### src/rtl/opr_pkg.sv
//------------------------------------------------------------------------------
// opr_pkg
// Types, constants and state codes shared by the path recorder modules.
//------------------------------------------------------------------------------
`timescale 1ns / 1ps
package opr_pkg;
  localparam int POSE_DEPTH  = 1024;
  localparam int STACK_DEPTH = 16;
  localparam int PAW = $clog2(POSE_DEPTH);
  localparam int PCW = PAW + 1;
  localparam int SAW = $clog2(STACK_DEPTH);
  localparam int SCW = SAW + 1;

  localparam logic [2:0] REQ_SAMPLE = 3'd0;
  localparam logic [2:0] REQ_PUSH   = 3'd1;
  localparam logic [2:0] REQ_POP    = 3'd2;
  localparam logic [2:0] REQ_CLEAR  = 3'd3;
  localparam logic [2:0] REQ_START  = 3'd4;

  localparam logic [1:0] MODE_RECORD = 2'd0;
  localparam logic [1:0] MODE_CLEAR  = 2'd1;

  localparam logic [2:0] CFG_MODE  = 3'd0;
  localparam logic [2:0] CFG_RDIST = 3'd1;
  localparam logic [2:0] CFG_RANG  = 3'd2;
  localparam logic [2:0] CFG_CDIST = 3'd3;
  localparam logic [2:0] CFG_CANG  = 3'd4;

  typedef struct packed {
    logic [2:0]         req_type;
    logic signed [31:0] pos_x;
    logic signed [31:0] pos_y;
    logic [15:0]        yaw;
    logic [4:0]         pop_count;
    logic               keep_previous;
  } in_item_t;

  typedef struct packed {
    logic        recorded;
    logic [10:0] removed_count;
    logic        clearing_error;
    logic        store_full;
    logic [10:0] path_length;
    logic [4:0]  stacked_count;
  } out_item_t;

  typedef enum logic [3:0] {
    ST_IDLE, ST_DECIDE, ST_READ, ST_WAIT, ST_SQUARE, ST_SUM, ST_JUDGE,
    ST_POP, ST_DONE
  } state_t;

  // Commands from the controller to the datapath.
  typedef struct packed {
    logic load;
    logic read_last;
    logic square;
    logic sum;
    logic append;
    logic write_start;
    logic drop_last;
    logic push;
    logic pop_one;
    logic discard;
    logic set_full;
    logic set_cerr;
  } cmd_t;

  // Status from the datapath to the controller.
  typedef struct packed {
    logic [2:0] req_type;
    logic [1:0] mode;
    logic       path_empty;
    logic       path_multi;
    logic       mem_full;
    logic       stack_full;
    logic       stack_empty;
    logic       pops_left;
    logic       keep;
    logic       start_ok;
    logic       rec_take;
    logic       clr_near;
    logic       clr_err;
  } status_t;
endpackage

### src/rtl/opr_ctrl.sv
//------------------------------------------------------------------------------
// opr_ctrl
// Sequencer that steps each request through the datapath.
//------------------------------------------------------------------------------
`timescale 1ns / 1ps
module opr_ctrl (
  input  logic            clk,
  input  logic            rst_n,
  input  logic            start,
  output logic            busy,
  output logic            done,
  input  opr_pkg::status_t st,
  output opr_pkg::cmd_t   cmd
);
  import opr_pkg::*;

  state_t state_r, state_nxt;

  always_ff @(posedge clk) begin
    if (!rst_n) begin
      state_r <= ST_IDLE;
    end else begin
      state_r <= state_nxt;
    end
  end

  always_comb begin
    state_nxt = state_r;
    cmd = '0;
    busy = (state_r != ST_IDLE);
    done = 1'b0;
    unique case (state_r)
      ST_IDLE: begin
        if (start) begin
          cmd.load = 1'b1;
          state_nxt = ST_DECIDE;
        end
      end
      ST_DECIDE: begin
        priority if (st.req_type == REQ_SAMPLE && st.mode == MODE_RECORD) begin
          if (st.path_empty) begin
            if (st.mem_full) cmd.set_full = 1'b1;
            else cmd.append = 1'b1;
            state_nxt = ST_DONE;
          end else begin
            state_nxt = ST_READ;
          end
        end else if (st.req_type == REQ_SAMPLE && st.mode == MODE_CLEAR) begin
          state_nxt = st.path_multi ? ST_READ : ST_DONE;
        end else if (st.req_type == REQ_PUSH) begin
          if (st.stack_full) cmd.set_full = 1'b1;
          else cmd.push = 1'b1;
          state_nxt = ST_DONE;
        end else if (st.req_type == REQ_POP) begin
          if (!st.keep) cmd.discard = 1'b1;
          state_nxt = ST_POP;
        end else if (st.req_type == REQ_CLEAR) begin
          cmd.discard = 1'b1;
          state_nxt = ST_DONE;
        end else if (st.req_type == REQ_START) begin
          if (st.start_ok) cmd.write_start = 1'b1;
          else if (st.mem_full) cmd.set_full = 1'b1;
          else cmd.append = 1'b1;
          state_nxt = ST_DONE;
        end else begin
          state_nxt = ST_DONE;
        end
      end
      ST_READ: begin
        cmd.read_last = 1'b1;
        state_nxt = ST_WAIT;
      end
      ST_WAIT: begin
        state_nxt = ST_SQUARE;
      end
      ST_SQUARE: begin
        cmd.square = 1'b1;
        state_nxt = ST_SUM;
      end
      ST_SUM: begin
        cmd.sum = 1'b1;
        state_nxt = ST_JUDGE;
      end
      ST_JUDGE: begin
        if (st.mode == MODE_RECORD) begin
          if (st.rec_take) begin
            if (st.mem_full) cmd.set_full = 1'b1;
            else cmd.append = 1'b1;
          end
          state_nxt = ST_DONE;
        end else if (st.clr_near) begin
          cmd.drop_last = 1'b1;
          state_nxt = ST_DECIDE;
        end else begin
          cmd.set_cerr = st.clr_err;
          state_nxt = ST_DONE;
        end
      end
      ST_POP: begin
        if (st.pops_left && !st.stack_empty) cmd.pop_one = 1'b1;
        else state_nxt = ST_DONE;
      end
      ST_DONE: begin
        done = 1'b1;
        state_nxt = ST_IDLE;
      end
      default: state_nxt = ST_IDLE;
    endcase
  end
endmodule

### config.mk
export PLATFORM = sky130hd
export DESIGN_NAME = opr_ctrl
export DESIGN_NICKNAME = d
export VERILOG_FILES = /design/src/rtl/opr_pkg.sv /design/src/rtl/opr_ctrl.sv
export SDC_FILE = /design/constraint.sdc
export NUM_CORES = 1
export LEC_CHECK = 0
export ABC_AREA = 1
export BUFFER_PORTS_ARGS = -buffer_cell sky130_fd_sc_hd__buf_2
export CAP_MARGIN = 40
export CORE_AREA = 8 8 45 47
export DETAILED_ROUTE_END_ITERATION = 8
export DIE_AREA = 0 0 53 55
export PLACE_DENSITY = 0.73
export SLEW_MARGIN = 20
export SYNTH_ARGS = -nofsm -noshare
export SYNTH_HDL_FRONTEND = slang
export SYNTH_SLANG_ARGS = --single-unit
### constraint.sdc
create_clock -name clk -period 2.45 [get_ports clk]
set_input_delay 0.3675 -clock clk [delete_from_list [all_inputs] [get_ports clk]]
set_output_delay 0.3675 -clock clk [all_outputs]
set_load 0.02 [all_outputs]
## Word-level counts from Yosys, hierarchy flattened

Index checks and enable logic that the tools add are counted.
Widths: inputs -> output; s select.

- Register bits: 4
- Input bits: 19
- Word-level logic and storage cells: 89

- Equality and inequality tests: 15
- Muxes and demuxes: 64
- Reduce and logical (&&, ||, !) cells: 9

Operator list:

| cell | count |
|---|---|
| $mux 1 | 45 |
| $mux 4 | 10 |
| $pmux 4 s8 | 1 |
| $eq 4x3->1 const B | 4 |
| $mux 2 | 6 |
| $eq 4x2->1 const B | 2 |
| $eq 3x2->1 const B | 2 |
| $eq 4x1->1 const B | 1 |
| $eq 4x4->1 const B | 1 |
| $logic_not 4->1 | 1 |
| $ne 2x2->1 const B | 2 |
| $pmux 1 s2 | 2 |
| $reduce_bool 4->1 | 1 |
| $eq 3x1->1 const B | 1 |
| $eq 3x3->1 const B | 1 |
| $logic_and 1x1->1 | 3 |
| $logic_not 3->1 | 1 |
| $eq 2x1->1 const B | 1 |
| $logic_not 2->1 | 1 |
| $reduce_and 2->1 | 1 |
| $logic_not 1->1 | 1 |

## Logic depth before layout (Yosys ltp)

- Word-level depth: 9
- Gate-level depth with buffers: 11

## Worst setup path after synthesis

Ideal clock, no wire load.

- Kind: register -> output
- From: reg state_r[0]
- To: out cmd[6] (netlist name)
- Arrival: 1,348 ps
- Slack: 735 ps
- Cell stages (with the launch flop): 5
- Buffers on the path: 0
- Cells stage by stage: dfxtp_1 inv_2 nor3_4 inv_1 nor3b_1

RTL lines:

| what | line | text |
|---|---|---|
| start, declared | opr_ctrl.sv:17 | `state_t state_r, state_nxt;` |
| start signal, assigned | opr_ctrl.sv:23 | `state_r <= state_nxt;` |
| end, declared | opr_ctrl.sv:13 | `output opr_pkg::cmd_t cmd` |

==> reports/qor.yml <==
cells_and_area:
  top_regs: "state_r: 4 flops"
  fin_nets: 152
  largest_reg_flops: 4
  final_area_um2: 698
  regArea_um2: 80.1
  insertedDiodeCount: 0
  final_core_util_pct: 50.5
  area_growth_pct: 40.9
  drive_above_1_share_pct: 29.8
  multi_input_area_um2: 325
  fillCellCount: 151
  regMostFlops: "state_r"
power_and_ir_drop:
  ir_drop_mv: 0.228
  power.density_mw_per_mm2: 411
  finalPower_uw: 287
  power_leakage_nw: 0.451
critical_path:
  r2r-end: "state_r[0]$_SDFFE_PN0P_"
  crit_fanout: 6
  r2r_start: "state_r[0]$_SDFFE_PN0P_"
  crit_type: "flop to output pin"
  reg2reg_slack_ns: 1.16
  crit_arrival_ns: 1.65
  endpoint_kind: "output pin"
  critical_path.startpoint_type: "flop"
  cp.required_ns: 2.08
  ff2ff_path_depth: 6
hold_path:
  min_path_type: "input port to flop"
  min_path_cells: 3
  min_to: "state_r[1]$_SDFFE_PN0P_"
  holdCritStartpoint: "rst_n"
die:
  ioPinCount: 33
  die_area_mm2: 0.00292
  core_area_mm2: 0.00138
  initial_utilization_pct: 35.8
  rows: 14
  die_h_um: 55
  die_x_um: 53
clock_network:
  clk_path_buf_depth: 2
  cts_tree: "yes"
  ctsRootBufferMaster: "clkbuf_4"
  postCtsSetupBuffers: 0
  path_clk_slew_ns: 0.04
  cts_resized: 0
  holdBufCountCts: 0
  cts.sink_count: 4
  insertion_delay_ns: 0.23
  numCtsBuffers: 3
  cts-htree-levels: 1
synth:
  synth_nets: 115
  syn_avg_cell_area_um2: 5.16
  synth-seq-cells: 4
  synth_area_leaders: "inv_1 17%, dfxtp_1 16%, nand2_1 16%"
  yosys.area.top_type_share_pct: 17.4
  synth_largest_area_cell: "inv_1"
  syn_area_um2: 495
  yosysUniqueCellTypes: 16
  yosys_warnings: 0
  ys_seq_area_share_pct: 16.2
  syn_inst: 96
drt:
  drc_errors: 0
  dr.pass1.iters: 4
  ant_nets: 0
  vias: 680
  drtIter0Drc: 11
  wirelength_um: 1460
  routedWlPerCell_um: 9.96
  via_per_inst: 4.63
timing:
  skew_ns: 0.000383
  rsz0062_at_grt: "false"
  report.final.hold_viol_count: 0
  fin_crit_sh_pct: 82.5
  maxClockFrequency_mhz: 495
  setup_viol_count_final: 0
  tightest_slew_ns: 0.284
  whs_ns: 0.349
  slew_violations: 0
  tns_ns: 0
  relSlewSlack_pct: 81.0
  post-route-min-period_ns: 2.02
grt:
  grt_overflow: 0
  track_usage_pct: 10.8
  grt_start_max_net_pins: 7
  grt_pass1_wl_um: 2440
  grt_pass1_vias: 631
  antenna_found_initial: 0
placement:
  dp.final_hpwl_um: 1310
  gp_congestion: 0.903
  numPortBuffers: 32
  dpl-instance-area_um2: 676
run:
  maxCapViolCount: 0
status:
  outcome: "finished clean"
-- worst max path at each step --
| stage | start | to |
|---|---|---|
| 3_3_place_gp | st[12] | cmd[1] |
| 2_1_floorplan | state_r[0]$_SDFFE_PN0P_ | cmd[6] |
| 6_report | state_r[0]$_SDFFE_PN0P_ | cmd[1] |
| 4_1_cts | state_r[0]$_SDFFE_PN0P_ | cmd[1] |
| 5_1_grt | state_r[0]$_SDFFE_PN0P_ | cmd[1] |
| 3_5_place_dp | st[12] | cmd[1] |
-- synthesized netlist by cell type --
cell type,number
nand2_1,21
nand3_1,9
a2111oi_2,1
nor4_1,1
nor3_4,1
inv_1,23
nor3_1,4
o21ai_0,3
o21ai_2,1
nor2_1,19
o21bai_1,1
inv_2,1
nor3b_1,1
a21oi_1,3
nand4_1,3
dfxtp_1,4
-- cell families after synthesis --
family / count (synthesis) / share of synthesized area, %
AO/OA/AOI/OAI: 9 / 12.4
flip-flops: 4 / 16.2
AND/OR/NAND/NOR: 59 / 53.3
buffers and inverters: 24 / 18.2
-- critical path: stages (launching register included) --
cell and delay (ns):
dfxtp_1 0.41, inv_2 0.10, nor3_4 0.28, inv_1 0.15, o21ai_2 0.15, nand2_1 0.06
o21ai_0 0.07, buf_2 0.20
-- layout by cell type (no fill, tap or decap) --
cell / count
nor3b_1: 1
o21bai_1: 1
nand4_1: 3
nand2_1: 21
o21ai_2: 1
clkbuf_4: 3
nor3_1: 4
nand3_1: 9
a21oi_1: 3
a2111oi_2: 1
dfxtp_1: 4
buf_2: 32
o21ai_0: 3
nor3_4: 1
nor2_1: 19
inv_1: 23
inv_2: 1
nor4_1: 1
-- layout make-up --
type,instances,area share [%]
multi-input combinational,68,46.6
timing repair buffer,32,22.9
inverter,24,12.9
sequential,4,11.5
clock buffer,3,3.23
tap,16,2.87
-- metrics by stage --
stage          setup WS [ns]  instances
2_1_floorplan          0.735         96
3_3_place_gp           0.678        144
3_5_place_dp           0.623        144
4_1_cts                0.422        147
5_1_grt                0.283        147
6_report               0.429        147
-- power breakdown --
part | switching, mW | leakage [nW] | internal, mW | total [mW]
clock | 0.0259 | 0.0138 | 0.0547 | 0.0806
combinational | 0.0822 | 0.405 | 0.0458 | 0.128
sequential | 0.00684 | 0.0326 | 0.0716 | 0.0784
total | 0.115 | 0.451 | 0.172 | 0.287
-- metal layers --
metal / track usage [%] / part of all wire [%] / vias to the layer above / routed length [µm]
li1: - / - / 372 / -
met1: 12.3 / 47 / 289 / 688
met2: 18.0 / 47 / 16 / 687
met3: 3.48 / 4.7 / 3 / 69
met4: 5.17 / 1.2 / 0 / 17
met5: 0 / 0 / - / 0
No activity file was read; power rests on OpenSTA's default activity.
